$ cat src/rtl/core/assert_macros.svh
// Assertion macros shared by the RTL of the sorted list engine.
// No dependencies; included by the modules that check their own logic.
`ifndef ASSERT_MACROS_SVH
`define ASSERT_MACROS_SVH

// Property must hold at every clock edge outside reset.
`define ASSERT_PROP(lbl, clk, rst, prop) \
   lbl: assert property (@(posedge clk) disable iff (rst) (prop)) \
      else $error("%m: property violated");

// Condition must never be seen at a clock edge outside reset.
`define ASSERT_NEVER(lbl, clk, rst, cond) \
   lbl: assert property (@(posedge clk) disable iff (rst) !(cond)) \
      else $error("%m: forbidden condition seen");

`endif

$ cat src/rtl/core/sule_pkg.sv
// Types and constants of the sorted list engine.
// No dependencies; imported by the controller, datapath and top level.
package sule_pkg;

   localparam int CAPACITY = 32;
   localparam int IDX_W    = $clog2(CAPACITY);
   localparam int CNT_W    = $clog2(CAPACITY + 1);
   localparam int COUNT_W  = 6;
   localparam int VALUE_W  = 32;

   localparam logic KIND_INSERT = 1'b0;
   localparam logic KIND_DELETE = 1'b1;

   typedef struct packed {
      logic                      kind;
      logic signed [VALUE_W-1:0] value;
   } req_type;

   typedef struct packed {
      logic [COUNT_W-1:0]        count;
      logic signed [VALUE_W-1:0] element;
      logic                      has_element;
      logic                      last;
      logic                      dropped_full;
   } rsp_type;

   // controller -> datapath
   typedef struct packed {
      logic capture;
      logic compare;
      logic update;
      logic emit_load;
   } cmd_type;

   // datapath -> controller
   typedef struct packed {
      logic out_free;
      logic emit_last;
   } sts_type;

   typedef enum logic [3:0] {
      ST_IDLE = 4'b0001,
      ST_CMP  = 4'b0010,
      ST_UPD  = 4'b0100,
      ST_EMIT = 4'b1000
   } state_type;

endpackage

$ cat src/rtl/core/sorted_unique_list_engine_top.sv
// Top level of the sorted list engine; uses sule_pkg, sule_ctrl, sule_dp.
// A request is captured, compared, applied to the store and then read out
// into the result register; no new request is taken until the readout of
// the N results ends (N = list length after the operation, 1 if empty).
// Reset (synchronous, high) empties the list; store contents stay unknown.
module sorted_unique_list_engine_top (
   input  logic              clock,
   input  logic              reset,
   input  logic              req_valid,
   output logic              req_stall,
   input  sule_pkg::req_type  req_data,
   output logic              rsp_valid,
   input  logic              rsp_stall,
   output sule_pkg::rsp_type  rsp_data
);
   import sule_pkg::*;

   // Flow per request:
   //   idle    - request captured into the datapath
   //   compare - every held entry compared with the value (less / equal flags)
   //   update  - shift of the store for insert or delete
   //   emit    - list read into the result register, one per unstalled cycle
   // The result register lets the next request be accepted while the last
   // result of the previous run is still stalled downstream.
   cmd_type cmd;
   sts_type sts;

   sule_ctrl u_ctrl (
      .clock     (clock),
      .reset     (reset),
      .req_valid (req_valid),
      .req_stall (req_stall),
      .sts       (sts),
      .cmd       (cmd)
   );

   sule_dp u_dp (
      .clock     (clock),
      .reset     (reset),
      .req_data  (req_data),
      .cmd       (cmd),
      .sts       (sts),
      .rsp_valid (rsp_valid),
      .rsp_stall (rsp_stall),
      .rsp_data  (rsp_data)
   );

endmodule

$ cat src/rtl/core/sule_ctrl.sv
// Sequencer of the sorted list engine: accept, compare, update, emit.
// Depends on sule_pkg and assert_macros.svh.
`include "assert_macros.svh"

module sule_ctrl (
   input  logic             clock,
   input  logic             reset,
   input  logic             req_valid,
   output logic             req_stall,
   input  sule_pkg::sts_type sts,
   output sule_pkg::cmd_type cmd
);
   import sule_pkg::*;

   state_type state_ff, state_in;

   always_comb begin
      state_in = state_ff;
      cmd      = '0;
      unique case (state_ff)
         ST_IDLE: begin
            if (req_valid) begin
               cmd.capture = 1'b1;
               state_in    = ST_CMP;
            end
         end
         ST_CMP: begin
            cmd.compare = 1'b1;
            state_in    = ST_UPD;
         end
         ST_UPD: begin
            cmd.update = 1'b1;
            state_in   = ST_EMIT;
         end
         ST_EMIT: begin
            if (sts.out_free) begin
               cmd.emit_load = 1'b1;
               if (sts.emit_last) state_in = ST_IDLE;
            end
         end
         default: state_in = ST_IDLE;
      endcase
   end

   always_ff @(posedge clock) begin
      if (reset) state_ff <= ST_IDLE;
      else       state_ff <= state_in;
   end

   assign req_stall = (state_ff != ST_IDLE);

   `ASSERT_PROP(a_accept_then_cmp, clock, reset, (req_valid && !req_stall) |=> state_ff == ST_CMP)
   `ASSERT_PROP(a_cmp_then_upd, clock, reset, (state_ff == ST_CMP) |=> state_ff == ST_UPD)
   `ASSERT_PROP(a_onehot_state, clock, reset, $onehot(state_ff))

endmodule

$ cat src/rtl/core/sule_dp.sv
// Datapath of the sorted list engine: sorted store, compare flags,
// shift update, list readout and the result register.
// Depends on sule_pkg and assert_macros.svh.
`include "assert_macros.svh"

module sule_dp (
   input  logic              clock,
   input  logic              reset,
   input  sule_pkg::req_type  req_data,
   input  sule_pkg::cmd_type  cmd,
   output sule_pkg::sts_type  sts,
   output logic              rsp_valid,
   input  logic              rsp_stall,
   output sule_pkg::rsp_type  rsp_data
);
   import sule_pkg::*;

   logic signed [VALUE_W-1:0] store_ff [CAPACITY];
   logic signed [VALUE_W-1:0] store_in [CAPACITY];
   logic [CNT_W-1:0]          held_ff, held_in;
   logic                      kind_ff;
   logic signed [VALUE_W-1:0] value_ff;
   logic [CAPACITY-1:0]       lt_ff, lt_in, eq_ff, eq_in;
   logic                      dropped_ff, dropped_in;
   logic [IDX_W-1:0]          k_ff, k_in;
   logic                      rsp_valid_ff, rsp_valid_in;
   rsp_type                   rsp_ff, rsp_in;

   logic present, full, do_ins, do_del, empty;

   // per-entry flags; lt is a thermometer since the store is sorted
   always_comb begin
      for (int i = 0; i < CAPACITY; i++) begin
         lt_in[i] = (CNT_W'(i) < held_ff) && (store_ff[i] < value_ff);
         eq_in[i] = (CNT_W'(i) < held_ff) && (store_ff[i] == value_ff);
      end
   end

   assign present = |eq_ff;
   assign full    = (held_ff == CNT_W'(CAPACITY));
   assign do_ins  = (kind_ff == KIND_INSERT) && !present && !full;
   assign do_del  = (kind_ff == KIND_DELETE) && present;

   // insert: entries at or above the slot move up; delete: move down
   always_comb begin
      for (int i = 0; i < CAPACITY; i++) store_in[i] = store_ff[i];
      if (do_ins) begin
         if (!lt_ff[0]) store_in[0] = value_ff;
         for (int i = 1; i < CAPACITY; i++) begin
            if (!lt_ff[i]) store_in[i] = lt_ff[i-1] ? value_ff : store_ff[i-1];
         end
      end else if (do_del) begin
         for (int i = 0; i < CAPACITY - 1; i++) begin
            if (!lt_ff[i]) store_in[i] = store_ff[i+1];
         end
      end
   end

   always_comb begin
      held_in    = held_ff;
      dropped_in = dropped_ff;
      if (cmd.update) begin
         dropped_in = (kind_ff == KIND_INSERT) && !present && full;
         if (do_ins)      held_in = held_ff + CNT_W'(1);
         else if (do_del) held_in = held_ff - CNT_W'(1);
      end
   end

   // readout
   assign empty         = (held_ff == '0);
   assign sts.emit_last = empty || ((CNT_W'(k_ff) + CNT_W'(1)) == held_ff);
   assign sts.out_free  = !rsp_valid_ff || !rsp_stall;

   always_comb begin
      k_in = k_ff;
      if (cmd.update)         k_in = '0;
      else if (cmd.emit_load) k_in = k_ff + IDX_W'(1);
   end

   always_comb begin
      rsp_in              = rsp_ff;
      rsp_in.count        = COUNT_W'(held_ff);
      rsp_in.element      = empty ? '0 : store_ff[k_ff];
      rsp_in.has_element  = !empty;
      rsp_in.last         = sts.emit_last;
      rsp_in.dropped_full = dropped_ff;
      if (cmd.emit_load)   rsp_valid_in = 1'b1;
      else if (rsp_stall)  rsp_valid_in = rsp_valid_ff;
      else                 rsp_valid_in = 1'b0;
   end

   always_ff @(posedge clock) begin
      if (reset) begin
         held_ff      <= '0;
         rsp_valid_ff <= 1'b0;
      end else begin
         held_ff      <= held_in;
         rsp_valid_ff <= rsp_valid_in;
      end
   end

   always_ff @(posedge clock) begin
      if (cmd.capture) begin
         kind_ff  <= req_data.kind;
         value_ff <= req_data.value;
      end
      if (cmd.compare) begin
         lt_ff <= lt_in;
         eq_ff <= eq_in;
      end
      if (cmd.update) begin
         for (int i = 0; i < CAPACITY; i++) store_ff[i] <= store_in[i];
      end
      if (cmd.emit_load) rsp_ff <= rsp_in;
      dropped_ff <= dropped_in;
      k_ff       <= k_in;
   end

   assign rsp_valid = rsp_valid_ff;
   assign rsp_data  = rsp_ff;

   `ASSERT_PROP(a_held_bound, clock, reset, held_ff <= CNT_W'(CAPACITY))
   `ASSERT_NEVER(a_load_over_stalled, clock, reset, cmd.emit_load && rsp_valid_ff && rsp_stall)
   `ASSERT_PROP(a_empty_result, clock, reset,
                (rsp_valid_ff && !rsp_ff.has_element) |-> (rsp_ff.last && rsp_ff.count == '0))

endmodule
$ cat config.mk
export PLATFORM = sky130hd
export DESIGN_NAME = sorted_unique_list_engine_top
export DESIGN_NICKNAME = d
export VERILOG_FILES = /design/src/rtl/core/sule_pkg.sv /design/src/rtl/core/sorted_unique_list_engine_top.sv /design/src/rtl/core/sule_ctrl.sv /design/src/rtl/core/sule_dp.sv
export VERILOG_INCLUDE_DIRS = /design/src /design/src/rtl/core
export SDC_FILE = /design/constraint.sdc
export NUM_CORES = 2
export LEC_CHECK = 0
export BUFFER_PORTS_ARGS = -buffer_cell sky130_fd_sc_hd__clkbuf_2
export CAP_MARGIN = 15
export CORE_MARGIN = 5
export CORE_UTILIZATION = 30
export DETAILED_ROUTE_END_ITERATION = 12
export GPL_ROUTABILITY_DRIVEN = 0
export PLACE_DENSITY = 0.49
export SYNTH_ARGS = -nofsm -noshare
export SYNTH_HDL_FRONTEND = slang
export SYNTH_SLANG_ARGS = --single-unit
$ cat constraint.sdc
create_clock -name clock -period 13.7 [get_ports clock]
set_input_delay 1.37 -clock clock [delete_from_list [all_inputs] [get_ports clock]]
set_output_delay 1.37 -clock clock [all_outputs]
set_load 0.02 [all_outputs]
==> impl_metrics.toml <==
[sta]
post-route-period-util_pct = 39.5
worst_pin_slew_ps = 1260
slew-limit-headroom_pct = 15.6
fmax_ghz = 0.185
setup_viol_count_final = 0
min_period_ps = 5410
rsz0062_at_grt = "false"
drv_slew = 0
setup-tns-final_ps = 0
finalHoldViolations = 0
clock_skew_ps = 31.7

[detailed_routing]
postRouteAntennaNets = 0
viasPerCell = 5.61
drt_wl_total_mm = 320
drt-pass1-iter-count = 8
drc = 0
vias = 67297
drtIter0Drc = 7168
post_drt_wl_per_cell_um = 26.6

[layout]
fin_nets = 9029
synthToLayoutAreaGrowth_pct = 11.0
drive_above_1_share_pct = 10.7
multi_input_area_sq_mm = 0.0500
layout_common_cells = "nand2_1, edfxtp_1, ha_1"
regArea_sq_mm = 0.0353
utilization_pct = 33.5
design_area_sq_mm = 0.0973
fillCellCount = 29177
mostFrequentLayoutCell = "nand2_1"

[synthesis]
synth_edf_count = 1163
ys_seq_area_share_pct = 40.2
synthSimpleGateAreaFrac_pct = 10.2
ys_top_cells_by_area = "edfxtp_1, ha_1, mux2i_1"
synth.distinct_cells = 69
synth_fa_ha_area_share_pct = 14.7
synth-compound-area-share_pct = 12.1
yosysTopAreaCell = "edfxtp_1"
syn-instance-count = 8108
syn_nets = 9173
synth-seq-cells = 1179
synthArstFlopShare_pct = 0
syn_area_sq_mm = 0.0876
synth_xor_xnor_area_share_pct = 0.110
netlist.area_leader.share_pct = 39.9
synth_top_family_by_area = "multiplexers"
synth_ff_type = "edfxtp_1"
yosys_warnings = 0
syn_avg_cell_area_sq_um = 10.8
synth_mux_area_share_pct = 19.6

[global_routing]
grt_max_degree = 278
grt_pass1_vias = 64665
grt.total_usage_pct = 20.3
antenna_found_initial = 7
grt-ovfl-total = 0
grt_pass1_wl_mm = 463

[clock_network]
holdBufCountCts = 0
htree_num_levels = 4
cts-root-buf = "clkbuf_16"
cts_setup_buffers = 0
cts_tree = "yes"
cts_resized = 0
cts.sinks = 1179
clock_path_buffers = 3
path_clk_slew_ps = 60
cts_buffers = 147
clk_latency_ps = 830

[run_status]
outcome = "finished clean"

[setup_path]
reg2reg_slack_ps = 8290
endpoint_kind = "flop"
crit_path_max_incr_delay_ps = 980
rr_worst_depth = 7
timing.rr.start = "u_dp.k_ff[0]$_SDFFE_PP0P_"
reg2reg_to = "u_dp.rsp_data[31]$_SDFFCE_PN0P_"
worstPathMaxFanout = 52
crit_slowest_cell = "dfxtp_4"
crit_path_frequent_cell = "buf_4"
path_cells = "buf_4 > buf_4 > buf_4 > mux4_2 > mux4_2 > a21oi_1 > nor2_1"
cp.required_ps = 14230
worstPathArrival_ps = 5950
start_kind = "flop"
crit_type = "reg2reg"

[die]
initial_core_util_pct = 30.1
die_y_um = 550
die_x_um = 550
core-area_sq_mm = 0.291
dieArea_sq_mm = 0.303
ios = 80
std_cell_rows = 198

[power_and_ir_drop]
p_leak_uw = 0.0389
worst_ir_drop_vdd_v = 0.000140
power_density_mw_per_mm2 = 91.3
power_uw = 8880

[placed_design]
place_area_sq_mm = 0.0922
hpwlAfterDp_mm = 237
io_buffers = 79

[worst_hold_path]
whs_path_depth = 0
min_to = "u_dp.rsp_data[0]$_DFFE_PP_"
hp-start = "u_dp.dropped_ff$_DFFE_PP_"
hp-class = "reg2reg"

[job]
cap_violations = 0
## critical path, delay by kind of cell (launching register included)
kind,cells,cell delay [ps]
simple gates,1,60
flops,1,980
mux,2,1080
buf+inv,3,2630
compound gates,1,180
## worst max-delay path by stage
stage	from	endpoint	slack [ps]	depth (start not counted)
after detailed placement	u_dp.k_ff[0]$_SDFFE_PP0P_	u_dp.rsp_data[6]$_SDFFCE_PN0P_	8230	7
after global routing	u_dp.k_ff[0]$_SDFFE_PP0P_	u_dp.rsp_data[33]$_SDFFCE_PN0P_	7890	7
after CTS	u_dp.k_ff[0]$_SDFFE_PP0P_	u_dp.rsp_data[31]$_SDFFCE_PN0P_	8200	7
after global placement	u_dp.k_ff[0]$_SDFFE_PP0P_	u_dp.rsp_data[4]$_SDFFCE_PN0P_	8240	7
final	u_dp.k_ff[0]$_SDFFE_PP0P_	u_dp.rsp_data[31]$_SDFFCE_PN0P_	8290	7
after floorplan	u_ctrl.state_ff[1]$_SDFFE_PP0P_	u_ctrl.state_ff[0]$_SDFFE_PP1P_	5570	2
## routing by layer
layer / share of wire, % / wire length (um) / vias to the layer above / global-route usage [%]
met3: 5.1 / 16400 / 427 / 2.42
met5: 0.0097 / 31 / - / 0
met4: 3.7 / 11700 / 4 / 6.86
met1: 45 / 143000 / 33797 / 28.2
li1: - / - / 30921 / -
met2: 46 / 148000 / 2148 / 32.9
## cell families after synthesis
group,count (synthesis)
AO/OA/AOI/OAI,1911
XOR/XNOR,11
adder cells (fa/ha/maj),1028
buffers and inverters,642
flip-flops,1179
multiplexers,1346
AND/OR/NAND/NOR,1991
## through the flow
step / setup slack, ps / std cells / hold WS (ps)
floorplan: 5570 / 8108 / 400
finish: 8290 / 11990 / 462
CTS: 8200 / 11970 / 466
global route: 7890 / 11984 / 461
global placement: 8240 / 11699 / 447
detailed placement: 8230 / 11702 / 446
## state kept, by name, summed over array words and instances, names as in the netlist
signal,cells
u_dp.store_ff,1024
u_dp.rsp_data,41
u_dp.eq_ff,32
u_dp.lt_ff,32
u_dp.value_ff,32
u_dp.held_ff,6
u_dp.k_ff,5
u_ctrl.state_ff,4
u_dp.dropped_ff,1
u_dp.kind_ff,1
u_dp.rsp_valid,1
## area by class of cell
class,instances,area share (%)
timing repair buffer,256,2.13
tap,3900,5.02
clock inverter,88,0.832
clock buffer,180,4.02
sequential,1179,36.2
inverter,93,0.359
antenna,7,0.0180
multi-input combinational,6287,51.4
## report_power, final
group | leakage (uW) | switching (uW) | internal [uW]
registers | 0.0106 | 16.4 | 3920
clock network | 0.00230 | 1710 | 2270
logic | 0.0260 | 603 | 363
## cell usage after synthesis, drive strengths merged, types with 11 or more instances
cell,instances
nand2,1205
edfxtp,1163
o21ai,1112
ha,1028
mux2i,1001
a21oi,414
clkbuf,385
mux4,288
nand4,184
nor2,176
buf,164
nand3,108
a21o,104
a211oi,94
inv,93
nor2b,78
mux2,57
nor3,51
nor4,45
o211ai,41
and4,37
a221oi,25
o21a,18
or3,17
dfxtp,16
nand2b,16
a31oi,14
and3,14
or4,13
a21boi,12
a2111oi,11
nor3b,11
Power figures use the tool's default switching activity.
